<file path="src/hdl/idct4_pkg.sv">
// types, constants and arithmetic helpers shared by the 4x4 inverse dct files
package idct4_pkg;

   localparam int unsigned ElemWidth = 16;
   localparam int unsigned NumElems  = 4;
   localparam int unsigned RowWidth  = ElemWidth * NumElems;

   // q16 multipliers of the butterfly
   localparam logic signed [33:0] MulSin   = 34'sd35468;
   localparam logic signed [33:0] MulCosM1 = 34'sd20091;

   localparam logic [1:0] LastIdx = 2'd3;

   typedef logic signed [15:0] elem_type;
   typedef logic signed [17:0] prod_type;
   typedef logic signed [19:0] sum_type;
   typedef logic [RowWidth-1:0] row_type;

   typedef struct packed {
      elem_type coef_col3;
      elem_type coef_col2;
      elem_type coef_col1;
      elem_type coef_col0;
   } req_payload_type;

   typedef struct packed {
      logic     last_row;
      elem_type resid_col3;
      elem_type resid_col2;
      elem_type resid_col1;
      elem_type resid_col0;
   } rsp_payload_type;

   // floor(v * 35468 / 2^16)
   function automatic prod_type mul_sin(input elem_type v);
      logic signed [33:0] p;
      p = 34'(v) * MulSin;
      return p[33:16];
   endfunction

   // floor(v * 20091 / 2^16)
   function automatic prod_type mul_cos(input elem_type v);
      logic signed [33:0] p;
      p = 34'(v) * MulCosM1;
      return p[33:16];
   endfunction

   // first pass result, wrapped to 16 bits
   function automatic elem_type wrap_col(input sum_type x);
      return x[15:0];
   endfunction

   // second pass result: (x + 4) >> 3, wrapped to 16 bits
   function automatic elem_type round_row(input sum_type x);
      sum_type t;
      t = x + 20'sd4;
      return t[18:3];
   endfunction

endpackage

</file>
<file path="src/hdl/idct4_if.sv">
// request and response channel interfaces of the 4x4 inverse dct

interface idct4_req_if;
   logic                       valid;
   logic                       ready;
   idct4_pkg::req_payload_type payload;

   modport source (output valid, output payload, input ready);
   modport sink   (input valid, input payload, output ready);
endinterface

interface idct4_rsp_if;
   logic                       valid;
   logic                       ready;
   idct4_pkg::rsp_payload_type payload;

   modport source (output valid, output payload, input ready);
   modport sink   (input valid, input payload, output ready);
endinterface

</file>
<file path="src/hdl/inverse_dct_4x4_top.sv">
// 4x4 integer inverse dct: takes four coefficient rows of a block, then returns
// four residual rows. rows 0..2 of a block are taken one per cycle and written
// to the coefficient memory. the request that brings row 3 starts the transform
// and req_ch.ready stays low until the last residual row is in the output
// register: four column butterflies then four row butterflies, each of them
// four reads of a memory with a registered read, then a multiply step and a
// sum step. the response side can stall the row pass. the output register
// lets the next block's rows come in while the last row of a block waits
module inverse_dct_4x4_top (
   input logic         clock,
   input logic         reset,
   idct4_req_if.sink   req_ch,
   idct4_rsp_if.source rsp_ch
);
   import idct4_pkg::*;

   typedef enum logic [3:0] {
      ST_IDLE = 4'b0001,
      ST_READ = 4'b0010,
      ST_MUL  = 4'b0100,
      ST_SUM  = 4'b1000
   } state_type;

   typedef enum logic {
      PASS_COL = 1'b0,
      PASS_ROW = 1'b1
   } pass_type;

   // coefficient rows, entry = row, element c at column c
   row_type coef_mem [NumElems];
   // column pass results, entry = column, element r at row r
   row_type mid_mem [NumElems];

   state_type       state_ff, state_in;
   pass_type        pass_ff, pass_in;
   logic [1:0]      row_cnt_ff, row_cnt_in;  // next row slot to fill
   logic [1:0]      k_ff, k_in;              // operand read index
   logic [1:0]      line_ff, line_in;        // column in first pass, row in second
   logic            rd_vld_ff;
   logic [1:0]      rd_idx_ff;
   row_type         coef_rd_ff;
   row_type         mid_rd_ff;
   elem_type        opnd_ff [NumElems];
   prod_type        sin1_ff, cos1_ff, sin3_ff, cos3_ff;
   logic            rsp_valid_ff, rsp_valid_in;
   rsp_payload_type rsp_data_ff;

   logic            req_acc;
   logic            out_free;
   logic            rsp_load;
   logic            mid_we;
   row_type         req_row;
   row_type         rd_row;
   elem_type        rd_elem;
   sum_type         bf_a, bf_b, bf_c, bf_d;
   sum_type         bf_o0, bf_o1, bf_o2, bf_o3;

   assign req_ch.ready = (state_ff == ST_IDLE);
   assign req_acc      = req_ch.valid && req_ch.ready;
   assign req_row      = req_ch.payload;

   assign rsp_ch.valid   = rsp_valid_ff;
   assign rsp_ch.payload = rsp_data_ff;
   // output register can take a row this cycle
   assign out_free = !rsp_valid_ff || rsp_ch.ready;

   // operand from the registered memory read issued in the previous cycle
   assign rd_row  = (pass_ff == PASS_ROW) ? mid_rd_ff : coef_rd_ff;
   assign rd_elem = rd_row[{line_ff, 4'b0000} +: ElemWidth];

   // shared butterfly, sum stage
   assign bf_a  = sum_type'(opnd_ff[0]) + sum_type'(opnd_ff[2]);
   assign bf_b  = sum_type'(opnd_ff[0]) - sum_type'(opnd_ff[2]);
   assign bf_c  = sum_type'(sin1_ff) - (sum_type'(opnd_ff[3]) + sum_type'(cos3_ff));
   assign bf_d  = (sum_type'(opnd_ff[1]) + sum_type'(cos1_ff)) + sum_type'(sin3_ff);
   assign bf_o0 = bf_a + bf_d;
   assign bf_o1 = bf_b + bf_c;
   assign bf_o2 = bf_b - bf_c;
   assign bf_o3 = bf_a - bf_d;

   // sequencer
   always_comb begin
      state_in     = state_ff;
      pass_in      = pass_ff;
      row_cnt_in   = row_cnt_ff;
      k_in         = k_ff;
      line_in      = line_ff;
      rsp_valid_in = rsp_valid_ff && !rsp_ch.ready;
      rsp_load     = 1'b0;
      mid_we       = 1'b0;
      case (state_ff)
         ST_IDLE: begin
            if (req_acc) begin
               row_cnt_in = row_cnt_ff + 2'd1;
               // fourth row of the block starts the transform
               if (row_cnt_ff == LastIdx) begin
                  state_in = ST_READ;
                  pass_in  = PASS_COL;
                  line_in  = 2'd0;
                  k_in     = 2'd0;
               end
            end
         end
         ST_READ: begin
            k_in = k_ff + 2'd1;
            if (k_ff == LastIdx) begin
               state_in = ST_MUL;
            end
         end
         ST_MUL: begin
            state_in = ST_SUM;
         end
         ST_SUM: begin
            if (pass_ff == PASS_COL) begin
               mid_we   = 1'b1;
               line_in  = line_ff + 2'd1;
               state_in = ST_READ;
               if (line_ff == LastIdx) begin
                  pass_in = PASS_ROW;
               end
            end else if (out_free) begin
               rsp_load     = 1'b1;
               rsp_valid_in = 1'b1;
               line_in      = line_ff + 2'd1;
               state_in     = (line_ff == LastIdx) ? ST_IDLE : ST_READ;
            end
         end
         default: begin
            state_in = ST_IDLE;
         end
      endcase
   end

   // control registers
   always_ff @(posedge clock) begin
      if (reset) begin
         state_ff     <= ST_IDLE;
         pass_ff      <= PASS_COL;
         row_cnt_ff   <= 2'd0;
         k_ff         <= 2'd0;
         line_ff      <= 2'd0;
         rd_vld_ff    <= 1'b0;
         rsp_valid_ff <= 1'b0;
      end else begin
         state_ff     <= state_in;
         pass_ff      <= pass_in;
         row_cnt_ff   <= row_cnt_in;
         k_ff         <= k_in;
         line_ff      <= line_in;
         rd_vld_ff    <= (state_ff == ST_READ);
         rsp_valid_ff <= rsp_valid_in;
      end
   end

   // coefficient memory, written by requests, read by the column pass
   always_ff @(posedge clock) begin
      if (req_acc) begin
         coef_mem[row_cnt_ff] <= req_row;
      end
      coef_rd_ff <= coef_mem[k_ff];
   end

   // intermediate memory, written by the column pass, read by the row pass
   always_ff @(posedge clock) begin
      if (mid_we) begin
         mid_mem[line_ff] <= {wrap_col(bf_o3), wrap_col(bf_o2),
                              wrap_col(bf_o1), wrap_col(bf_o0)};
      end
      mid_rd_ff <= mid_mem[k_ff];
   end

   // operand gather, multiply stage and output register
   always_ff @(posedge clock) begin
      rd_idx_ff <= k_ff;
      if (rd_vld_ff) begin
         opnd_ff[rd_idx_ff] <= rd_elem;
      end
      if (state_ff == ST_MUL) begin
         // operand 3 arrives from memory in this cycle
         sin1_ff <= mul_sin(opnd_ff[1]);
         cos1_ff <= mul_cos(opnd_ff[1]);
         sin3_ff <= mul_sin(rd_elem);
         cos3_ff <= mul_cos(rd_elem);
      end
      if (rsp_load) begin
         rsp_data_ff.resid_col0 <= round_row(bf_o0);
         rsp_data_ff.resid_col1 <= round_row(bf_o1);
         rsp_data_ff.resid_col2 <= round_row(bf_o2);
         rsp_data_ff.resid_col3 <= round_row(bf_o3);
         rsp_data_ff.last_row   <= (line_ff == LastIdx);
      end
   end

endmodule

</file>
<file path="src/flat_wrapper.sv">
// flat-port wrapper written by rule: the top's interface ports become plain ports
module inverse_dct_4x4_top_flat import idct4_pkg::*;
  (clock, reset, req_ch_valid, req_ch_payload, req_ch_ready, rsp_ch_valid, rsp_ch_payload, rsp_ch_ready);
  idct4_req_if req_ch_i ();
  idct4_rsp_if rsp_ch_i ();
  input logic clock;
  input logic reset;
  input wire logic [$bits(req_ch_i.valid)-1:0] req_ch_valid;
  input wire logic [$bits(req_ch_i.payload)-1:0] req_ch_payload;
  output wire logic [$bits(req_ch_i.ready)-1:0] req_ch_ready;
  output wire logic [$bits(rsp_ch_i.valid)-1:0] rsp_ch_valid;
  output wire logic [$bits(rsp_ch_i.payload)-1:0] rsp_ch_payload;
  input wire logic [$bits(rsp_ch_i.ready)-1:0] rsp_ch_ready;
  assign req_ch_i.valid = req_ch_valid;
  assign req_ch_i.payload = req_ch_payload;
  assign req_ch_ready = req_ch_i.ready;
  assign rsp_ch_valid = rsp_ch_i.valid;
  assign rsp_ch_payload = rsp_ch_i.payload;
  assign rsp_ch_i.ready = rsp_ch_ready;
  inverse_dct_4x4_top u_core (.clock(clock), .reset(reset), .req_ch(req_ch_i), .rsp_ch(rsp_ch_i));
endmodule
</file>
<file path="config.mk">
export PLATFORM = sky130hd
export DESIGN_NAME = inverse_dct_4x4_top_flat
export DESIGN_NICKNAME = d
export VERILOG_FILES = /design/src/hdl/idct4_pkg.sv /design/src/hdl/idct4_if.sv /design/src/hdl/inverse_dct_4x4_top.sv /design/src/flat_wrapper.sv
export SDC_FILE = /design/constraint.sdc
export NUM_CORES = 2
export LEC_CHECK = 0
export BUFFER_PORTS_ARGS = -buffer_cell sky130_fd_sc_hd__clkbuf_2
export CAP_MARGIN = 30
export CORE_AREA = 3 3 428 261
export CTS_CLUSTER_SIZE = 20
export DETAILED_ROUTE_END_ITERATION = 6
export DIE_AREA = 0 0 431 264
export GPL_ROUTABILITY_DRIVEN = 0
export PLACE_DENSITY = 0.74
export SYNTH_ARGS = -nofsm -noshare
export SYNTH_HDL_FRONTEND = slang
export SYNTH_SLANG_ARGS = --single-unit
</file>
<file path="constraint.sdc">
create_clock -name clock -period 7.6 [get_ports clock]
set_clock_uncertainty 0.05 [all_clocks]
set_input_delay 1.14 -clock clock [delete_from_list [all_inputs] [get_ports clock]]
set_output_delay 1.14 -clock clock [all_outputs]
set_load 0.02 [all_outputs]
</file>
==> reports/metrics.yaml <==
run_status: "finished, final reports clean"
setup_tns_ns: 0
hpwl_um: 104000
netSwitchingPower_uw: 10300
whs_ns: 0.492
netlist_area_mm2: 0.0539
placementRows: 93
critPathCaptureType: "flop"
synth_flop_cell: "edfxtp_1"
critical_path_arrival_ns: 7.56
core_area_mm2: 0.107
layout.nets: 5313
rsz0062_at_grt: "no"
drcViolationCount: 0
grt_max_degree: 95
ys_types: 100
track_usage_pct: 23.9
slowest_delay_ns: 0.53
antenna_found_initial: 14
port-buffer-count: 134
seq_power_share_pct: 24.9
slew_viol_final: 0
crit_path_top_delay_cell: "fa_1"
dr_wl_met2_um: 53300
cts.sinks: 840
layout_min_cycle_time_ns: 7.22
async_flop_share_pct: 0
multi_input_area_mm2: 0.0270
wl_met3_um: 18500
ys_ff_latch: 840
ioPinCount: 135
timing.final.ws_setup_ns: 0.385
netlist_instances: 4061
intPower_uw: 14200
first_pass_iters: 7
synth-seq-area-share_pct: 44.2
areaGrowthSynthToFinish_pct: 9.86
power_density_mw_per_mm2: 414
max_clock_freq_ghz: 0.139
report.power.total_uw: 24500
required_ns: 7.94
place_ws_ns: -0.00752
avgSynthCellArea_um2: 13.3
cts_root_buf: "clkbuf_16"
numCtsBuffers: 72
path_clk_slew_ns: 0.07
maxCapViolations: 0
crit_path_frequent_cell: "fa_1"
peakVddDrop_v: 0.00107
p_leak_uw: 0.0246
num_vias: 32000
cts_tree: "built"
grt_pass1_vias: 31900
wl_met1_um: 60500
drt_wl_total_um: 134000
sw_frac_of_total_pct: 41.9
clockPowerShare_pct: 15.6
fp.dieH_um: 264
clk_latency_ns: 0.68
slew_headroom_pct: 26.0
drive_gt1_share_pct: 13.5
cts_buffer_depth: 3
grt_pass1_wl_um: 203000
drt_iter0_drc: 3362
worst-setup-path-type: "flop to flop"
cp_max_fo: 10
wire_per_inst_um: 23.3
syn_nets: 5091
tightest_slew_ns: 1.10
fin_crit_sh_pct: 94.9
initial_core_util_pct: 50.2
viasPerCell: 5.55
htree_num_levels: 3
ant_nets: 0
report.final.hold_viol_count: 0
seqCellArea_mm2: 0.0238
critPathLaunchType: "flop"
synth_edf_count: 699
timing.critical_path.buf_inv: 6
finalSetupViolations: 0
ys.warnings.count: 0
design.die.area_mm2: 0.114
power_frac_comb_pct: 59.5
highest_layer: "met5"
hold_class: "flop to flop"
fillCellCount: 8541
critical-path-top-delay-family: "adder cells"
die_w_um: 431
gr-total-overflow: 0
==> cell type report <==
| class | instances | area share [%] |
|---|---|---|
| clock inverters | 32 | 0.588 |
| clock buffers | 102 | 3.46 |
| well taps | 1425 | 3.01 |
| multi-input cells | 2395 | 45.5 |
| flip-flops and latches | 840 | 40.3 |
| repair buffers | 224 | 2.37 |
| diodes | 1 | 0.00423 |
| inverters | 750 | 4.76 |
==> per-layer routing <==
layer	vias to the layer above	GRT usage (%)
met5	-	1.05
met3	154	10.6
li1	14500	-
met1	16000	36.1
met2	1280	31.8
met4	10	4.19
==> flip-flops by register name (all words and copies together), names as in the netlist, 2 cells and up <==
| name | count |
|---|---|
| u_core.opnd_ff | 64 |
| u_core.coef_mem | 256 |
| u_core.mid_rd_ff | 62 |
| u_core.cos1_ff | 16 |
| u_core.row_cnt_ff | 2 |
| u_core.coef_rd_ff | 64 |
| u_core.line_ff | 2 |
| u_core.rsp_ch.payload | 65 |
| u_core.mid_mem | 248 |
| u_core.cos3_ff | 16 |
| u_core.sin3_ff | 17 |
| u_core.rd_idx_ff | 2 |
| u_core.sin1_ff | 17 |
| u_core.k_ff | 2 |
| u_core.state_ff | 4 |
==> worst reg2reg max path, delay by kind of cell, from the launching register on <==
family          cells  cell delay (ns)
compound gates      6             1.25
xor+xnor            1             0.15
buf+inv             6             0.56
mux                 1             0.52
flops               1             0.44
simple gates        5             0.72
fa+ha+maj           7             3.24
==> per-stage QoR <==
step | std cells | utilization [%] | cell area, µm²
floorplan | 4061 | - | 53900
global placement | 5627 | 52.8 | 56700
detailed placement | 5630 | 52.8 | 56700
CTS | 5765 | 55.1 | 59100
global route | 5768 | 55.1 | 59200
finish | 5769 | 55.1 | 59200
==> path summary, 6_finish.rpt <==
kind	from	endpoint	slack, ns	depth (start not counted)
setup / recovery	u_core.pass_ff$_SDFFE_PP0P_	u_core.cos3_ff[15]$_DFFE_PP_	0.38	26
setup reg to reg	u_core.pass_ff$_SDFFE_PP0P_	u_core.cos3_ff[15]$_DFFE_PP_	0.38	26
hold reg to reg	u_core.mid_mem[2][4]$_DFFE_PP_	u_core.mid_rd_ff[4]$_DFF_P_	0.49	1
hold / removal	u_core.mid_mem[2][4]$_DFFE_PP_	u_core.mid_rd_ff[4]$_DFF_P_	0.49	1
==> repair_timing <==
| action | in CTS | in global routing |
|---|---|---|
| setup endpoints to repair | 2 | 10 |
| hold endpoints to repair | 0 | 0 |
| setup buffers | 1 | 1 |
| hold buffers | 0 | 0 |
| pin swaps | 1 | 1 |
| resized for setup | 0 | 10 |
==> cells by family after synthesis <==
logic type	Yosys count	synth area share, %
adders and majority gates	962	27.7
DFF	840	44.2
buffers and inverters	826	5.89
and+or+nand+nor	550	5.28
AOI/OAI and AO/OA	439	5.59
xor gates and xnor gates	269	4.40
muxes	174	6.91
other	1	0.00696
==> layout by cell type (no fill, tap or decap), types with 20 or more instances in the layout <==
master     netlist  layout
inv_1          743     740
edfxtp_1       699     699
ha_1           576     576
fa_1           386     386
xnor2_1        191     191
mux4_2         158     158
nor2_1         143     141
a21oi_1        138     138
dfxtp_1        141     137
clkbuf_2         1     134
nand2_1        110     109
buf_4            5      85
xor2_1          76      76
clkbuf_16        0      75
o21ai_0         60      58
nand3_1         48      48
nor3_1          48      47
a21o_1          37      37
o21bai_1        27      27
nor2b_1         26      26
and2_1          29      25
and3_1          26      23
clkbuf_1        38      20
==> cell usage after synthesis, types with 7 or more instances <==
cell type,instances,area (µm²)
nand2_1,110,413
buf_2,7,35.0
nand4_1,19,119
ha_1,576,7210
a211o_1,9,78.8
a31oi_1,11,68.8
nor4_1,7,43.8
or3_1,12,75.1
nand2b_1,19,119
a21o_1,37,278
a2111oi_0,14,123
edfxtp_1,699,21000
o21bai_1,27,203
o211ai_1,13,97.6
nand3_1,48,240
and2_1,29,181
nor3b_1,8,60.1
inv_1,743,2790
or2_2,14,87.6
nand3b_1,7,52.6
dfxtp_1,141,2820
nor3_1,48,240
o21a_1,17,128
o31ai_1,16,120
a21oi_1,138,691
a21boi_0,7,52.6
nor2_1,143,537
mux4_2,158,3560
o21ai_0,60,300
clkbuf_1,38,143
fa_1,386,7730
mux2i_1,14,140
a31o_2,8,70.1
xnor2_1,191,1670
nor2b_1,26,163
o21ai_1,7,35.0
and3_1,26,163
xor2_1,76,666
a211oi_1,19,143
buf_1,19,71.3
==> power by group through the flow <==
stage	Combinational, µW	Clock, µW	Sequential, µW
after floorplan	10700	0	6120
after global placement	14000	0	6170
after detailed placement	14200	0	6170
after CTS	14400	3870	6080
after global routing	16600	4060	6090
final	14600	3820	6090
Power figures use the tool's default switching activity.
